## src/hdl/bca_pkg.sv

```systemverilog
// ----------------------------------------------------------------------------
// Block allocator package
// Shared constants, command and status codes, and the word-scan hit type.
// ----------------------------------------------------------------------------
package bca_pkg;

  // Usage map word: blocks looked at per scan beat
  localparam int WORD_BITS  = 16;
  localparam int WORD_SEL_W = $clog2(WORD_BITS);

  localparam int DEFAULT_MAX_BLOCKS  = 4096;
  localparam int DEFAULT_BLOCK_BYTES = 4096;

  // Byte count plus rounding term needs one bit above 32
  localparam int NUMER_W = 33;

  localparam int CFG_IDX_W  = 1;
  localparam int CFG_DATA_W = 32;
  localparam int USABLE_W   = 13;

  localparam logic [CFG_IDX_W-1:0] REG_USABLE_BLOCKS = 1'd0;
  localparam logic [CFG_IDX_W-1:0] REG_DATA_BASE     = 1'd1;

  localparam logic CMD_ALLOC = 1'b0;
  localparam logic CMD_FREE  = 1'b1;

  localparam logic [1:0] ST_DONE         = 2'd0;
  localparam logic [1:0] ST_ALLOC_FAIL   = 2'd1;
  localparam logic [1:0] ST_FREE_IGNORED = 2'd2;

  typedef struct packed {
    logic                  found;
    logic [WORD_SEL_W-1:0] bit_pos;
  } scan_hit_t;

endpackage

```

## src/hdl/bca_map.sv

```systemverilog
// ----------------------------------------------------------------------------
// Block allocator usage map
// One bit per block, stored as words; one write and one registered read.
// ----------------------------------------------------------------------------
module bca_map #(
  parameter int ADDR_W = 8
) (
  input  logic                          clk,
  input  logic [ADDR_W-1:0]             rd_addr,
  output logic [bca_pkg::WORD_BITS-1:0] rd_data,
  input  logic                          wr_en,
  input  logic [ADDR_W-1:0]             wr_addr,
  input  logic [bca_pkg::WORD_BITS-1:0] wr_data
);
  import bca_pkg::*;

  logic [WORD_BITS-1:0] mem [2**ADDR_W];

  always_ff @(posedge clk) begin
    if (wr_en) begin
      mem[wr_addr] <= wr_data;
    end
    rd_data <= mem[rd_addr];
  end

endmodule

```

## config.mk

```make
export PLATFORM = sky130hd
export DESIGN_NAME = bca_map
export DESIGN_NICKNAME = d
export VERILOG_FILES = /design/src/hdl/bca_pkg.sv /design/src/hdl/bca_map.sv
export SDC_FILE = /design/constraint.sdc
export NUM_CORES = 2
export LEC_CHECK = 0
export BUFFER_PORTS_ARGS = -buffer_cell sky130_fd_sc_hd__buf_2
export CORE_ASPECT_RATIO = 1.2
export CORE_MARGIN = 4
export CORE_UTILIZATION = 35
export DETAILED_ROUTE_END_ITERATION = 7
export GPL_ROUTABILITY_DRIVEN = 0
export SKIP_CTS_REPAIR_TIMING = 1
export SYNTH_ARGS = -nofsm -noshare
export SYNTH_HDL_FRONTEND = slang
export SYNTH_SLANG_ARGS = --single-unit
```

## constraint.sdc

```tcl
create_clock -name clk -period 4.7 [get_ports clk]
set_input_delay 0.705 -clock clk [delete_from_list [all_inputs] [get_ports clk]]
set_output_delay 0.705 -clock clk [all_outputs]
set_load 0.05 [all_outputs]
```

# Yosys cells after proc, flatten, opt, wreduce, memory -nomap -nowiden
# Memories as Yosys holds them, arrays and structs flattened. A register that Yosys moved wholly into a read port is not among the register bits.
# Cells that the tools add are included.
# op_classes
n_mux	2
# ops
op	count
1-bit two-way mux	2
# totals
regBits	0
mem_bits_rw	4096
inputBits	34
output_inout_bits	16
wordCells	3
mem_count	1
# mem_list
memory	depth	word_bits	rd	rd_clocked_by_memory_dff	write_ports	line_no	text
mem	256	16	1	1	1	bca_map.sv:17	logic [WORD_BITS-1:0] mem [2**ADDR_W];

# Depth between registers and ports, before layout
# logic_depth
ltp_word	2
depth_mapped	12
ltp_nobuf	6

# Worst setup path before layout
# OpenSTA, ideal clock, no wires.
# synth_path
kind	input port to flip-flop
start	in wr_addr[3]
end	mem mem[235][0], enable pin
setup_ps	388
arrival_time_ps	2482
required_time_ps	4312
path_slack_ps	1830
stages	6
n_path_buf	3
cell_sequence	clkbuf_1 nor2b_1 clkbuf_1 nand4_1 clkbuf_1 nor2_1
# synth_rtl
element	line_no	text
from (decl)	bca_map.sv:12	input logic [ADDR_W-1:0] wr_addr,
to (decl)	bca_map.sv:17	
# Straight into the memory's write port.

==> impl_metrics.env <==
export IMPL_status="finished clean"
export IMPL_vias=80360
export IMPL_cts_buffer_depth=4
export IMPL_power_density_nw_per_um2=419.1
export IMPL_synth_seq_cells=4112
export IMPL_start_util_pct=35.17
export IMPL_fin_nets=8020
export IMPL_period_minus_slack_ns=3.932
export IMPL_clock_skew_ns=0.06977
export IMPL_hold_viol=0
export IMPL_drv_slew=0
export IMPL_synth_edf_count=4096
export IMPL_ir_drop_mv=0.3471
export IMPL_fin_util_pct=40.56
export IMPL_synthToLayoutAreaGrowth_pct=15.33
export IMPL_seq_area_um2=123300
export IMPL_wire_per_inst_um=30.85
export IMPL_clock_sinks=4112
export IMPL_drt_pre_antenna_iters=6
export IMPL_overflow=0
export IMPL_critPathKind="primary input to register"
export IMPL_clk_pin_slew_ns=0.06
export IMPL_insertion_delay_ns=0.98
export IMPL_dieHeight_um=745.7
export IMPL_tritoncts="yes"
export IMPL_yosysWarnings=0
export IMPL_grt_pass1_vias=80260
export IMPL_drive_above_1_share_pct=27.10
export IMPL_cts_made_buffers=404
export IMPL_hpwl_mm=273.3
export IMPL_leakage_uw=0.05768
export IMPL_clock_fmax_mhz=254.4
export IMPL_cp_end_kind="register"
export IMPL_fin_ws_ns=0.7684
export IMPL_async_flop_share_pct=0
export IMPL_dp_slack_ns=-0.1293
export IMPL_grt_pass1_wl_mm=621.2
export IMPL_setup_viol=0
export IMPL_clock_root_buffer="clkbuf_16"
export IMPL_postSynthAreaPerCell_um2=21.56
export IMPL_grt_max_degree=146
export IMPL_coreArea_um2=451300
export IMPL_crit_required_ns=5.43
export IMPL_crit_arrival_ns=4.67
export IMPL_multi_input_area_um2=33040
export IMPL_rows=270
export IMPL_worst_slew_pin_slew_ns=1.435
export IMPL_maxCapViolations=0
export IMPL_netlist_cell_type_count=52
export IMPL_yosysTopAreaCell="edfxtp_1"
export IMPL_netlist_area_um2=158700
export IMPL_ioPinCount=50
export IMPL_drcViolationCount=0
export IMPL_track_usage_pct=18.51
export IMPL_hold_class="primary input to register"
export IMPL_synthTopCellsByArea="edfxtp_1, mux4_2, mux2i_1, o221ai_1, nor2_1"
export IMPL_drtIter0Drc=10710
export IMPL_antenna_found_initial=33
export IMPL_syn_nets=7394
export IMPL_wl_mm=441.9
export IMPL_yosysMostFrequentCell="edfxtp_1"
export IMPL_synthFlopType="edfxtp_1"
export IMPL_synth_seq_area_share_pct=77.70
export IMPL_die_area_um2=464400
export IMPL_die_w_um=622.7
export IMPL_netlist_area_leader_share_pct=77.50
export IMPL_ys_top_cells_by_count="edfxtp_1, mux4_2, mux2i_1"
export IMPL_synthCells=7360
export IMPL_ant_nets=0
export IMPL_drt_vias_per_instance=5.609
export IMPL_fillers=39460
export IMPL_cp_max_fo=47
export IMPL_relSlewSlack_pct=3.582
export IMPL_finalCritPeriodShare_pct=83.65
export IMPL_portBuffers=49
export IMPL_rsz0062_at_grt="false"
export IMPL_cp_start_kind="primary input"
export IMPL_htreeDepth=5
state kept, by name (all words and copies together), names as in the netlist:
signal,cells
rd_data,16
mem,4096
routing by layer:
layer  wire (µm)  GRT usage [%]  vias up  share of wire [%]
li1            -              -    32570                  -
met1      170500          24.58    43000                 39
met2      213800          30.23     4008                 48
met3       35960          3.114      763                8.1
met4       21610          7.737       14                4.9
met5          84              0        -              0.019
cell usage in the layout, fill, tap and decap left out, types with 21 or more instances in the layout:
| cell | instances |
|---|---|
| buf_12 | 71 |
| nor3_1 | 87 |
| clkinv_1 | 95 |
| a21oi_1 | 175 |
| nand3_1 | 26 |
| nand2_1 | 37 |
| o221ai_1 | 252 |
| nor2_1 | 214 |
| mux2i_1 | 565 |
| mux2_2 | 88 |
| buf_2 | 28 |
| nor2_2 | 88 |
| buf_4 | 553 |
| o22ai_1 | 148 |
| o21ai_0 | 37 |
| clkinv_2 | 77 |
| a221oi_1 | 28 |
| mux4_2 | 797 |
| clkinvlp_4 | 21 |
| bufinv_16 | 41 |
| nand4_1 | 26 |
| clkbuf_16 | 405 |
| a22o_1 | 32 |
| clkbuf_1 | 72 |
| edfxtp_1 | 4096 |
| a22oi_1 | 43 |
final timing paths:
path	from	end	slack, ns	cells past startpoint
min reg2reg	mem[120][14]	rd_data[14]	1.07	6
min	wr_data[12]	mem[54][12]	0.19	1
max reg2reg	mem[7][15]	rd_data[15]	1.10	7
max	rd_addr[0]	rd_data[15]	0.77	10
layout make-up:
| cell class | instances | area share, % |
|---|---|---|
| flip-flops and latches | 4112 | 67.37 |
| clock inverters | 269 | 1.489 |
| multi-input cells | 2792 | 18.05 |
| diodes | 17 | 0.02324 |
| inverters | 4 | 0.01504 |
| clock buffers | 477 | 5.684 |
| repair buffers | 672 | 3.280 |
| well taps | 5984 | 4.090 |
worst max-delay path: stages:
cell,delay (ns)
buf_12,0.37
buf_12,0.26
buf_12,0.23
buf_4,0.54
mux4_2,0.44
and3_1,0.18
a31oi_1,0.06
a22oi_1,0.34
nand4_1,0.28
nor4_1,1.11
metrics by stage:
stage          cells  instance area (µm²)  power (µW)  setup TNS, ns  hold WS (ns)
5_1_grt        14310               183000       78930              0        0.1395
6_report       14330               183100       76710              0        0.1910
3_5_place_dp   13560               169900       45330        -0.1293         1.046
4_1_cts        14310               183000       77220              0        0.1179
2_1_floorplan   7360               158700       43320              0        0.8039
3_3_place_gp   13560               169900       45260        -0.2128         1.022
cells by family after synthesis:
kind of cell,after synthesis,share of synthesized area (%)
AOI/OAI and AO/OA,786,3.537
buffers and inverters,456,1.693
DFF,4112,77.70
muxes,1450,15.50
and+or+nand+nor,556,1.574
power breakdown:
group / total (µW) / switching (µW) / internal (µW)
combinational: 4020 / 2660 / 1360
clock: 32200 / 14000 / 18200
sequential: 40500 / 109 / 40400
total: 76700 / 16800 / 60000
(Power assumes the default switching activity.)
