===== src/hdl/bca_pkg.sv =====
// ----------------------------------------------------------------------------
// Block allocator package
// Shared constants, command and status codes, and the word-scan hit type.
// ----------------------------------------------------------------------------
package bca_pkg;

  // Usage map word: blocks looked at per scan beat
  localparam int WORD_BITS  = 16;
  localparam int WORD_SEL_W = $clog2(WORD_BITS);

  localparam int DEFAULT_MAX_BLOCKS  = 4096;
  localparam int DEFAULT_BLOCK_BYTES = 4096;

  // Byte count plus rounding term needs one bit above 32
  localparam int NUMER_W = 33;

  localparam int CFG_IDX_W  = 1;
  localparam int CFG_DATA_W = 32;
  localparam int USABLE_W   = 13;

  localparam logic [CFG_IDX_W-1:0] REG_USABLE_BLOCKS = 1'd0;
  localparam logic [CFG_IDX_W-1:0] REG_DATA_BASE     = 1'd1;

  localparam logic CMD_ALLOC = 1'b0;
  localparam logic CMD_FREE  = 1'b1;

  localparam logic [1:0] ST_DONE         = 2'd0;
  localparam logic [1:0] ST_ALLOC_FAIL   = 2'd1;
  localparam logic [1:0] ST_FREE_IGNORED = 2'd2;

  typedef struct packed {
    logic                  found;
    logic [WORD_SEL_W-1:0] bit_pos;
  } scan_hit_t;

endpackage


===== src/hdl/bca_scan.sv =====
// ----------------------------------------------------------------------------
// Block allocator word scan
// Extends the running free-run length across one map word, finds first fit.
// ----------------------------------------------------------------------------
module bca_scan #(
  parameter int IDX_W = 13
) (
  input  logic [bca_pkg::WORD_BITS-1:0] word,
  input  logic [IDX_W-1:0]              base,
  input  logic [IDX_W-1:0]              count,
  input  logic [IDX_W-1:0]              run_in,
  input  logic [IDX_W-1:0]              need,
  output bca_pkg::scan_hit_t            hit,
  output logic [IDX_W-1:0]              run_out
);
  import bca_pkg::*;

  localparam int SW = IDX_W + WORD_SEL_W + 1;

  logic [WORD_BITS-1:0] free_bit;
  logic [SW-1:0]        acc [WORD_BITS];

  always_comb begin
    // Blocks past the configured count count as used
    for (int j = 0; j < WORD_BITS; j++) begin
      free_bit[j] = !word[j] && ((SW'(base) + SW'(j)) < SW'(count));
    end
    // Run length ending at each bit: restart after the last used bit
    for (int j = 0; j < WORD_BITS; j++) begin
      acc[j] = SW'(run_in) + SW'(j) + SW'(1);
      for (int k = 0; k <= j; k++) begin
        if (!free_bit[k]) begin
          acc[j] = SW'(j - k);
        end
      end
    end
    hit = '0;
    for (int j = WORD_BITS - 1; j >= 0; j--) begin
      if (acc[j] >= SW'(need)) begin
        hit.found   = 1'b1;
        hit.bit_pos = WORD_SEL_W'(j);
      end
    end
    run_out = IDX_W'(acc[WORD_BITS-1]);
  end

endmodule


===== config.mk =====
export PLATFORM = sky130hd
export DESIGN_NAME = bca_scan
export DESIGN_NICKNAME = d
export VERILOG_FILES = /design/src/hdl/bca_pkg.sv /design/src/hdl/bca_scan.sv
export SDC_FILE = /design/constraint.sdc
export NUM_CORES = 1
export LEC_CHECK = 0
export ABC_AREA = 1
export BUFFER_PORTS_ARGS = -buffer_cell sky130_fd_sc_hd__buf_2
export CAP_MARGIN = 0
export CORE_ASPECT_RATIO = 0.9
export CORE_MARGIN = 1.5
export CORE_UTILIZATION = 40
export DETAILED_ROUTE_END_ITERATION = 6
export PLACE_DENSITY_LB_ADDON = 0.2
export SLEW_MARGIN = 20
export SYNTH_ARGS = -nofsm -noshare
export SYNTH_HDL_FRONTEND = slang
export SYNTH_SLANG_ARGS = --single-unit

===== constraint.sdc =====
create_clock -name vclk -period 9.65
set_input_delay 0.4825 -clock vclk [all_inputs]
set_output_delay 0.4825 -clock vclk [all_outputs]
set_load 0.01 [all_outputs]

# Yosys cells after proc, flatten, opt, wreduce, memory -nomap -nowiden
# Cells that the tools add are included.
word_totals:
  ff_bits: 0
  inputBits: 68
  out_inout_bits: 18
  wordCells: 261
classes:
  addsub: 45
  magnitude_cmp: 32
  mux: 152
  n_reduce_logical: 32
ops:
  columns: ["operator", "n"]
  rows:
  - ["$mux 18", 120]
  - ["$ge 18x13->1", 16]
  - ["$add 14x1->15 const B", 15]
  - ["$mux 15", 15]
  - ["$add 13x4->14 const B", 16]
  - ["$lt 14x13->1", 15]
  - ["$add 13x3->14 const B", 8]
  - ["$mux 5", 16]
  - ["$add 13x2->14 const B", 4]
  - ["$add 13x1->14 const B", 2]
  - ["$logic_and 1x1->1", 16]
  - ["$logic_not 1->1", 16]
  - ["$mux 14", 1]
  - ["$lt 13x13->1", 1]

# Depth between registers and ports, before layout
logic_depth:
  ltp_word: 35
  mapped_depth: 52
  ltp_nobuf: 51

# Least setup slack after synthesis
# No wires, ideal clock.
synth_path:
  kind: "in2out"
  startpoint: "input port base[4]"
  endpoint: "output port hit[0] (netlist name)"
  arrival_ps: 5520
  required_time_ps: 9167
  path_slack_ps: 3648
  path_stages: 41
  path_buffers: 2
  cell_sequence: "clkbuf_1 nand2_1 nor2_1 inv_1 nor4_1 clkbuf_1 nand2_1 xor2_1 ha_1 inv_1 o211ai_1 nor2_2 nand3_2 nor2_4 nand2_1 nor4_1 inv_1 nor2_1 [... 5 more ...] o21ai_0 a21oi_1 nor2_1 nand2_1 nand2_1 nand2_1 nand2_1 nand2_1 nand2_1 nand2_1 nand2_1 nand2_1 nand2_1 nand2_1 nand2_1 nand2_1 nand2_1 a21oi_2"
synth_rtl:
  columns: ["item", "line", "text"]
  rows:
  - ["start, declared", "bca_scan.sv:9", "input logic [IDX_W-1:0] base,"]
  - ["end, declared", "bca_scan.sv:13", "output bca_pkg::scan_hit_t hit,"]

==> flow_summary_export.csv <==
group,metric,value,unit
die,rows,68,
critical_path,worst-path-max-fanout,17,
yosys,avgSynthCellArea,6.253,um2
critical_path,crit_top_cell,"nand2_1",
route,route.detailed.drc,0,
power_and_ir_drop,powerDensity,41.49,mW/mm2
sta,period_minus_slack,8499,ps
run_status,status,"complete, no violations",
cells_and_area,seq_cells,0,
yosys,yosysSeqAreaShare,0,%
sta,finalSetupViolCount,0,
cells_and_area,layout-drive-gt1-share,8.787,%
grt,grt_antenna_before_repair,0,
cells_and_area,multi_input_area,0.01418,mm2
grt,grt_overflow,0,
cells_and_area,fill_cells,4226,
sta,setup_tns,0,ps
clock_tree,cts_hold_buf,0,
cells_and_area,regArea,0,um2
die,coreArea,0.03846,mm2
critical_path,cp-end-kind,"output port",
sta,tightest_slew,1077,ps
critical_path,cp_slowest_cell,"ha_1",
yosys,synth_area,0.01565,mm2
sta,hold_viol,0,
die,die_width,211.5,um
critical_path,cp-start-kind,"input pin",
route,drt-total-wl,70.77,mm
clock_tree,cts_setup_buffers,0,
critical_path,crit_required,9170,ps
sta,slew_violations,0,
placed_design,place_hpwl,55.57,mm
route,ant_nets,0,
sta,period_share,88.08,%
yosys,postSynthCellCount,2502,
power_and_ir_drop,p_total,0.6947,mW
route,via_per_inst,5.748,
die,io_pins,86,
yosys,synth.largest_area_cell,"ha_1",
yosys,yosysWarnings,0,
grt,grt_pass1_vias,16670,
clock_tree,ctsResizeCount,0,
critical_path,critPathKind,"input pin to output port",
die,initial_core_util,40.68,%
route,num_vias,17803,
grt,grt_pass1_wl,104.6,mm
route,dr.pass1.iters,5,
grt,track_usage,34.63,%
cells_and_area,area_growth,7.038,%
cells_and_area,clkbuf_count,0,
route,wl_per_cell,22.85,um
placed_design,gp_congestion,1.035,
critical_path,critPathMaxStageDelay,580,ps
min_path,hold_path_class,"input pin to output port",
sta,slew_headroom,28.11,%
yosys,yosys-top-cells-area,"ha_1 33%, nand2_1 12%, xor2_1 11%",
yosys,synth_top_area_share,32.79,%
flow_run,cap_violations,0,
power_and_ir_drop,p_leak,9.021,nW
die,die_h,190.6,um
power_and_ir_drop,vdd.ir_drop.worst,32.30,uV
sta,rsz0062_at_grt,"no",
yosys,synth_nets,2980,
grt,grt_max_degree,20,
sta,fmax,117.7,MHz
route,drt_iter0_drc,2085,
placed_design,port_buffers,86,
critical_path,worstPathArrival,8020,ps
sta,hold_slack,1503,ps
yosys,synthDistinctLibCells,58,
cells_and_area,antenna_cells,0,
die,die_area,0.04031,mm2
cells_and_area,final_nets,3052,
-- cells in the final DEF (no fill, tap or decap), types with 29 or more instances in the layout --
cell,instances
xor2_1,203
inv_1,302
buf_4,29
nor3_1,61
buf_2,86
ha_1,410
a21oi_1,206
nor2_1,338
nand2_1,492
nand3_1,62
o21ai_0,80
nand4_1,34
-- cell usage after synthesis (all sizes together), types with 10 or more instances --
| master | number |
|---|---|
| inv | 326 |
| nor3 | 65 |
| a21oi | 210 |
| a211oi | 21 |
| nand2 | 512 |
| ha | 410 |
| clkbuf | 26 |
| nor2 | 368 |
| nand4 | 36 |
| o21a | 16 |
| nor4 | 15 |
| nand3 | 83 |
| buf | 19 |
| o21ai | 83 |
| o211ai | 16 |
| xor2 | 203 |
| a21o | 10 |
-- critical path: cells and delay by family --
family          cells  cell delay, ps
xor+xnor            1             430
buf+inv             5             910
compound gates      8             860
fa+ha+maj           3            1140
simple gates       27            4130
-- routing by layer --
metal	track usage, %	vias up	part of all wire, %
li1	-	8490	-
met1	52.28	8263	48
met2	51.29	926	40
met3	5.484	124	10
met4	6.016	0	2.1
met5	0	-	0
-- per-stage QoR --
step                util [%]  instances  worst slack [ps]  cell area [um2]
detailed placement     43.55       3097              1389            16750
global placement       43.55       3097              1402            16750
global route           43.55       3097             627.1            16750
floorplan                  -       2502              3648            15650
finish                 43.55       3097              1151            16750
CTS                    43.55       3097              1367            16750
-- cell families after synthesis --
group	synth area share, %
AND/OR/NAND/NOR	31.46
adder cells (fa/ha/maj)	32.79
AO/OA/AOI/OAI	14.64
buffers and inverters	9.389
XOR/XNOR	11.64
multiplexers	0.07197
-- where the power goes --
| part | switching, mW | internal [mW] |
|---|---|---|
| logic | 0.480 | 0.215 |
| registers | 0 | 0 |
| clock network | 0 | 0 |
-- final timing paths --
| check | to | depth (start not counted) | startpoint | slack, ps |
|---|---|---|---|---|
| max | hit[0] | 44 | base[4] | 1150 |
| min | run_out[0] | 5 | word[15] | 1500 |
-- cell type report --
cell class         instances  area share, %
inverters                335          7.516
repair buffers           115          3.870
multi-input cells       2122          84.69
well taps                525          3.923
Power figures use the tool's default switching activity.
