==> src/hdl/bca_pkg.sv <==
// ----------------------------------------------------------------------------
// Block allocator package
// Shared constants, command and status codes, and the word-scan hit type.
// ----------------------------------------------------------------------------
package bca_pkg;

  // Usage map word: blocks looked at per scan beat
  localparam int WORD_BITS  = 16;
  localparam int WORD_SEL_W = $clog2(WORD_BITS);

  localparam int DEFAULT_MAX_BLOCKS  = 4096;
  localparam int DEFAULT_BLOCK_BYTES = 4096;

  // Byte count plus rounding term needs one bit above 32
  localparam int NUMER_W = 33;

  localparam int CFG_IDX_W  = 1;
  localparam int CFG_DATA_W = 32;
  localparam int USABLE_W   = 13;

  localparam logic [CFG_IDX_W-1:0] REG_USABLE_BLOCKS = 1'd0;
  localparam logic [CFG_IDX_W-1:0] REG_DATA_BASE     = 1'd1;

  localparam logic CMD_ALLOC = 1'b0;
  localparam logic CMD_FREE  = 1'b1;

  localparam logic [1:0] ST_DONE         = 2'd0;
  localparam logic [1:0] ST_ALLOC_FAIL   = 2'd1;
  localparam logic [1:0] ST_FREE_IGNORED = 2'd2;

  typedef struct packed {
    logic                  found;
    logic [WORD_SEL_W-1:0] bit_pos;
  } scan_hit_t;

endpackage

==> src/hdl/bca_div.sv <==
// ----------------------------------------------------------------------------
// Block allocator divider
// Divides by the block size, a power of two, with a shift; the quotient is
// registered and done pulses in the cycle after start.
// ----------------------------------------------------------------------------
module bca_div #(
  parameter int DIVISOR = bca_pkg::DEFAULT_BLOCK_BYTES,
  parameter int NUM_W   = bca_pkg::NUMER_W
) (
  input  logic             clk,
  input  logic             rst,
  input  logic             start,
  input  logic [NUM_W-1:0] numer,
  output logic             done,
  output logic [NUM_W-1:0] quot
);

  localparam int SH = $clog2(DIVISOR);

  always_ff @(posedge clk) begin
    if (rst) begin
      done <= 1'b0;
    end else begin
      done <= start;
    end
  end

  // Hold the quotient until the next start
  always_ff @(posedge clk) begin
    if (start) begin
      quot <= numer >> SH;
    end
  end

endmodule

==> config.mk <==
export PLATFORM = sky130hd
export DESIGN_NAME = bca_div
export DESIGN_NICKNAME = d
export VERILOG_FILES = /design/src/hdl/bca_pkg.sv /design/src/hdl/bca_div.sv
export SDC_FILE = /design/constraint.sdc
export NUM_CORES = 1
export LEC_CHECK = 0
export ABC_AREA = 1
export BUFFER_PORTS_ARGS = -buffer_cell sky130_fd_sc_hd__buf_2
export CORE_UTILIZATION = 38
export DETAILED_ROUTE_END_ITERATION = 8
export GPL_TIMING_DRIVEN = 0
export PLACE_DENSITY = 0.85
export SYNTH_ARGS = -nofsm -noshare
export SYNTH_HDL_FRONTEND = slang
export SYNTH_SLANG_ARGS = --single-unit
==> constraint.sdc <==
create_clock -name clk -period 0.8 [get_ports clk]
set_input_delay 0.16 -clock clk [delete_from_list [all_inputs] [get_ports clk]]
set_output_delay 0.16 -clock clk [all_outputs]
set_load 0.05 [all_outputs]
* After elaboration in Yosys (flattened, before gate mapping)
Index checks and enable logic that the tools add are counted.
Word-level totals: flip-flop bits (word level) 22, input bits 36, output and inout bits 34, logic and storage cells 2

* Depth between registers and ports, before layout
Gate-level depths: netlist of the first run.
depth after elaboration 0, mapped depth 2, gate-level depth less buffers 2

* Worst setup path after synthesis of the first run
OpenSTA, ideal clock, no wires.
kind reg2out, start point reg quot[0], end point out quot[0], arrival 0.601 ns, data required time 0.640 ns, slack 0.039 ns, cell stages (with the launch flop) 1, path buffers 0, cell sequence edfxtp_1
RTL lines:
- start: declaration | line bca_div.sv:15 | output logic [NUM_W-1:0] quot
- start signal: assignment | line bca_div.sv:31 | quot <= numer >> SH;
No word-level cell between the ends.

* Worst setup path after layout of the first run
start point reg quot[0], end point out quot[0]
No word-level cell between the ends.

==> out/results.ini, run 1 <==
[status]
status = finished with violations
failed_checks = setup timing

[timing]
setup_violations = 22
timing.fmax_mhz = 959
finalHoldViolations = 0
period_minus_slack_ns = 1.04
slew_violations = 0
worst_slack_ns = -0.243
rsz0062_at_grt = true
fin_tns_setup_ns = -4.79
post-route-period-util = 1.30

[grt]
gr-total-overflow = 0
grt_pass1_vias = 387
grt_max_degree = 23
gr-usage-all-layers = 0.124
antenna_found_initial = 0
grt_pass1_wl_um = 1700

[placed_design]
gp_congestion = 0.611
place_area_um2 = 1050
port-buffer-count = 45

[floorplan]
fp.dieW_um = 46.6
coreArea_um2 = 1800
rows = 15
start_util = 0.419
io_pins = 70
dieArea_um2 = 2170
dieHeight_um = 46.6

[logic_synthesis]
yosys.area_share.simple = 0.00829
yosys.area.top_type_share = 0.836
synth_edf_count = 21
ys_warn_count = 0
ys_seq_area_frac = 0.862
netlist_instances = 37
yosysUniqueCellTypes = 6
synth_top_area_cell = edfxtp_1
synthArstFlopShare = 0
synth-main-ff-cell = edfxtp_1
synth-xor-area-share = 0
synth_area_um2 = 754
synthAdderAreaFrac = 0
synth_most_common_cell = edfxtp_1
syn_area_per_cell_um2 = 20.4
synth_compound_area_frac = 0
synth_top_family_by_area = buffers and inverters
synth_common_cells = 21 x edfxtp_1, 12 x buf_4
ys_ff_latch = 22
synth_mux_area_frac = 0
yosys-top-cells-area = edfxtp_1 84%, buf_4 12%, dfxtp_1 2.7%

[clocking]
cts_tree = yes
htree_levels = 1
cts_setup_buffers = 0
clock_tree.root_cell = clkbuf_4
cts.path.max_buffers = 2
path_clk_slew_ns = 0.11
numCtsBuffers = 3
clock_sinks = 22

[detailed_routing]
dr.pass1.iters = 4
drt-vias-per-instance = 3.68
num_vias = 453
postRouteAntennaNets = 0
route.detailed.drc = 0
wl_um = 1330
wl_per_cell_um = 10.8
initialDrtViolationCount = 7

[finish]
drive_gt1_frac = 0.633
diodes = 0
design_area_um2 = 1230
syn_to_final_growth_pct = 63.2
nNetsFinal = 135

[pwr]
power.density_nw_per_um2 = 2150
vdd_drop_max_mv = 1.26
finalPower_mw = 2.65
p_leak_nw = 0.570

[worst_hold_path]
hp-class = input port to register

[worst_setup_path]
worstPathCellList = buf_6
crit_buf_inv = 1
max_stage_delay_ns = 0.42
critPathCaptureType = output pin
cp-start-kind = register
crit_fanout = 1
path_delay_family = flip-flops
crit_slowest_cell = edfxtp_1
arrival_ns = 0.88
path_class = register to output pin
cp_data_required_time_ns = 0.64

[job]
drv_cap = 0

through the flow:
step,worst slack (ns),utilization,cells,hold slack [ns]
floorplan,0.0394,-,48,0.227
global placement,-0.0839,0.584,118,0.325
detailed placement,-0.122,0.584,118,0.327
CTS,-0.247,0.683,123,0.0192
global route,-0.289,0.683,123,0.0111
finish,-0.243,0.683,123,0.0317
power by group:
group / total, mW / internal (mW) / switching [mW] / leakage (nW)
Clock: 0.497 / 0.194 / 0.304 / 0.0150
Sequential: 1.40 / 1.36 / 0.0408 / 0.214
Combinational: 0.750 / 0.245 / 0.505 / 0.341
Total: 2.65 / 1.80 / 0.849 / 0.570
layout make-up:
class	count	area, um2
Clock buffer	4	26.3
Tap cell	25	31.3
Buffer	12	90.1
Sequential cell	22	652
Fill cell	133	571
Timing Repair Buffer	46	377
Inverter	1	3.75
Multi-Input combinational cell	13	51.3
routing by layer:
layer | global-route usage | vias up | wire (um)
li1 | - | 228 | -
met4 | 0.0882 | 0 | 0
met1 | 0.113 | 206 | 400
met5 | 0 | - | 0
met3 | 0.0235 | 0 | 46
met2 | 0.236 | 19 | 883
path summary, 6_finish.rpt:
| path | start | endpoint | slack [ns] | depth (start not counted) |
|---|---|---|---|---|
| setup / recovery | quot[0] | quot[0] | -0.24 | 1 |
| hold / removal | numer[21] | quot[9] | 0.03 | 1 |
cell usage in the layout (no fill, tap or decap):
cell type	n
edfxtp_1	21
buf_2	23
inv_1	1
dlygate4sd3_1	1
buf_4	12
conb_1	12
buf_6	21
clkbuf_4	3
nor2_2	1
dfxtp_2	1
buf_8	1
clkbuf_1	1
registers in the layout, summed over array words and instances (netlist names):
signal  flops
quot       21
done        1
cells by family (layout without fill, tap and decap cells):
family | after synthesis | in the layout
simple gates | 1 | 1
buf+inv | 13 | 63
flops | 22 | 22
other cells | 1 | 12
repair_timing:
item	4_1_cts	5_1_grt
hold endpoints to repair	1	0
hold buffers	1	0
setup endpoints to repair	22	22
gates resized for setup	46	0
Note: power is estimated with default switching activity, not from simulation.
==> inputs of run 2 (changes only) <==
--- a/config.mk
+++ b/config.mk
@@ -7,10 +7,11 @@
 export LEC_CHECK = 0
 export ABC_AREA = 1
 export BUFFER_PORTS_ARGS = -buffer_cell sky130_fd_sc_hd__buf_2
-export CORE_UTILIZATION = 38
+export CORE_ASPECT_RATIO = 1.75
+export CORE_UTILIZATION = 32
 export DETAILED_ROUTE_END_ITERATION = 8
 export GPL_TIMING_DRIVEN = 0
-export PLACE_DENSITY = 0.85
+export PLACE_DENSITY = 0.77
 export SYNTH_ARGS = -nofsm -noshare
 export SYNTH_HDL_FRONTEND = slang
 export SYNTH_SLANG_ARGS = --single-unit
==> constraint.sdc (replaced) <==
create_clock -name clk -period 0.9 [get_ports clk]
set_input_delay 0.18 -clock clk [delete_from_list [all_inputs] [get_ports clk]]
set_output_delay 0.18 -clock clk [all_outputs]
set_load 0.05 [all_outputs]
==> run 2 against run 1 <==
Hold slack got worse by 0.0083 ns. Critical endpoint is now quot[3]. Global-route usage fell by 0.89 points. Total power fell by 8.2%. The run still ends with setup timing left. Non-clock buffer count fell by 1. Sequential power fell by 11%. Core utilization fell by 11 points. Critical path depth did not move. Clock power rose by 4.8%.
==> out/results.ini, run 2 (synthesis results as in run 1) <==
[status]
failed_checks = setup timing
status = finished with violations

[grt]
gr-usage-all-layers = 0.115
antenna_found_initial = 0
grt_pass1_vias = 441
grt_max_degree = 23
gr-total-overflow = 0
grt_pass1_wl_um = 2000

[clocking]
cts_setup_buffers = 0
cts_tree = yes
path_clk_slew_ns = 0.11
hold_buffers = 0
clock_tree.root_cell = clkbuf_4
numCtsBuffers = 3
clock_sinks = 22
cts.path.max_buffers = 2
htree_levels = 1

[placed_design]
port-buffer-count = 45
gp_congestion = 0.543
dp_slack_ns = -0.0534
dp_cells = 117

[pwr]
power.density_nw_per_um2 = 1980
comb_power_share = 0.273
clkPwrFrac = 0.214
p_int_mw = 1.67
finalPower_mw = 2.43
p_leak_nw = 0.572
netSwitchingFraction = 0.313
seq_power_share = 0.513
p_switching_mw = 0.761
vdd_drop_max_mv = 0.798

[finish]
nNetsFinal = 134
drive_gt1_frac = 0.649
fillers = 173
syn_to_final_growth_pct = 63.0
diodes = 0
final_common_cell = buf_2
utilization = 0.573
multi_input_area_um2 = 51.3
largest_register_ffs = 21
top_regs = quot x21, done x1
regArea_um2 = 652
top_register = quot
fin_cells = 121
final_cell_mix = 23 x buf_2, 21 x buf_6, 21 x edfxtp_1

[timing]
finalHoldViolations = 0
timing.fmax_mhz = 935
rsz0062_at_grt = true
slew_violations = 0
holdWs_ns = 0.0234
setup_violations = 22
post-route-period-util = 1.19
worst_slack_ns = -0.169
period_minus_slack_ns = 1.07

[detailed_routing]
initialDrtViolationCount = 3
num_vias = 466
postRouteAntennaNets = 0
dr.pass1.iters = 4
wl_um = 1440
route.detailed.drc = 0
wl_per_cell_um = 11.9
drt-vias-per-instance = 3.85

[worst_setup_path]
crit_slowest_cell = edfxtp_1
cp_data_required_time_ns = 0.72
crit_buf_inv = 1
crit_fanout = 1
worstSetupStartpoint = quot[3]
arrival_ns = 0.89
cp.depth = 1
path_class = register to output pin
cp-endpoint = quot[3]
path_delay_family = flip-flops
worstPathCellList = buf_6
critPathCaptureType = output pin
max_stage_delay_ns = 0.42
cp-start-kind = register

[floorplan]
rows = 22
dieArea_um2 = 2560
fp.dieW_um = 38.7
coreArea_um2 = 2150
io_pins = 70
start_util = 0.351
dieHeight_um = 66.2

[job]
drv_cap = 0

[worst_hold_path]
hp-class = input port to register

run 2: how the worst min path moves through the flow:
stage / slack, ns / endpoint / cells after the start / from
5_1_grt: 0.005 / done / 2 / rst
6_report: 0.02 / done / 2 / rst
4_1_cts: 0.02 / done / 2 / rst
3_3_place_gp: 0.35 / done / 2 / rst
2_1_floorplan: 0.25 / done / 1 / rst
3_5_place_dp: 0.35 / done / 2 / rst
run 2: final cells by class:
cell class                      instances  area share
Inverter                                1     0.00305
Clock buffer                            4      0.0295
Buffer                                 12      0.0732
Timing Repair Buffer                   45       0.298
Multi-Input combinational cell         13      0.0417
Sequential cell                        22       0.530
Tap cell                               24      0.0244
run 2: timing repair:
| item | in CTS | in global routing |
|---|---|---|
| resized for setup | 46 | 0 |
| setup endpoints to repair | 22 | 22 |
| pin swaps | 0 | 0 |
run 2: stage by stage:
stage          instance area [um2]  TNS (ns)
2_1_floorplan                  796         0
3_3_place_gp                  1050    -0.470
6_report                      1230     -3.07
5_1_grt                       1230     -3.93
4_1_cts                       1230     -3.18
3_5_place_dp                  1050     -1.11
run 2: power groups by stage:
| stage | registers, mW | clock network [mW] | logic, mW |
|---|---|---|---|
| 3_5_place_dp | 1.25 | 0 | 0.572 |
| 5_1_grt | 1.26 | 0.568 | 0.689 |
| 3_3_place_gp | 1.24 | 0 | 0.564 |
| 2_1_floorplan | 1.53 | 0 | 0.152 |
| 6_report | 1.25 | 0.521 | 0.664 |
| 4_1_cts | 1.25 | 0.526 | 0.664 |
run 2: layer usage:
layer | share of wire | track usage | up-vias | wire length, um
li1 | - | - | 227 | -
met2 | 0.54 | 0.204 | 34 | 780
met1 | 0.35 | 0.116 | 205 | 497
met3 | 0.11 | 0.0438 | 0 | 162
met4 | 0 | 0.0388 | 0 | 0
met5 | 0 | 0 | - | 0
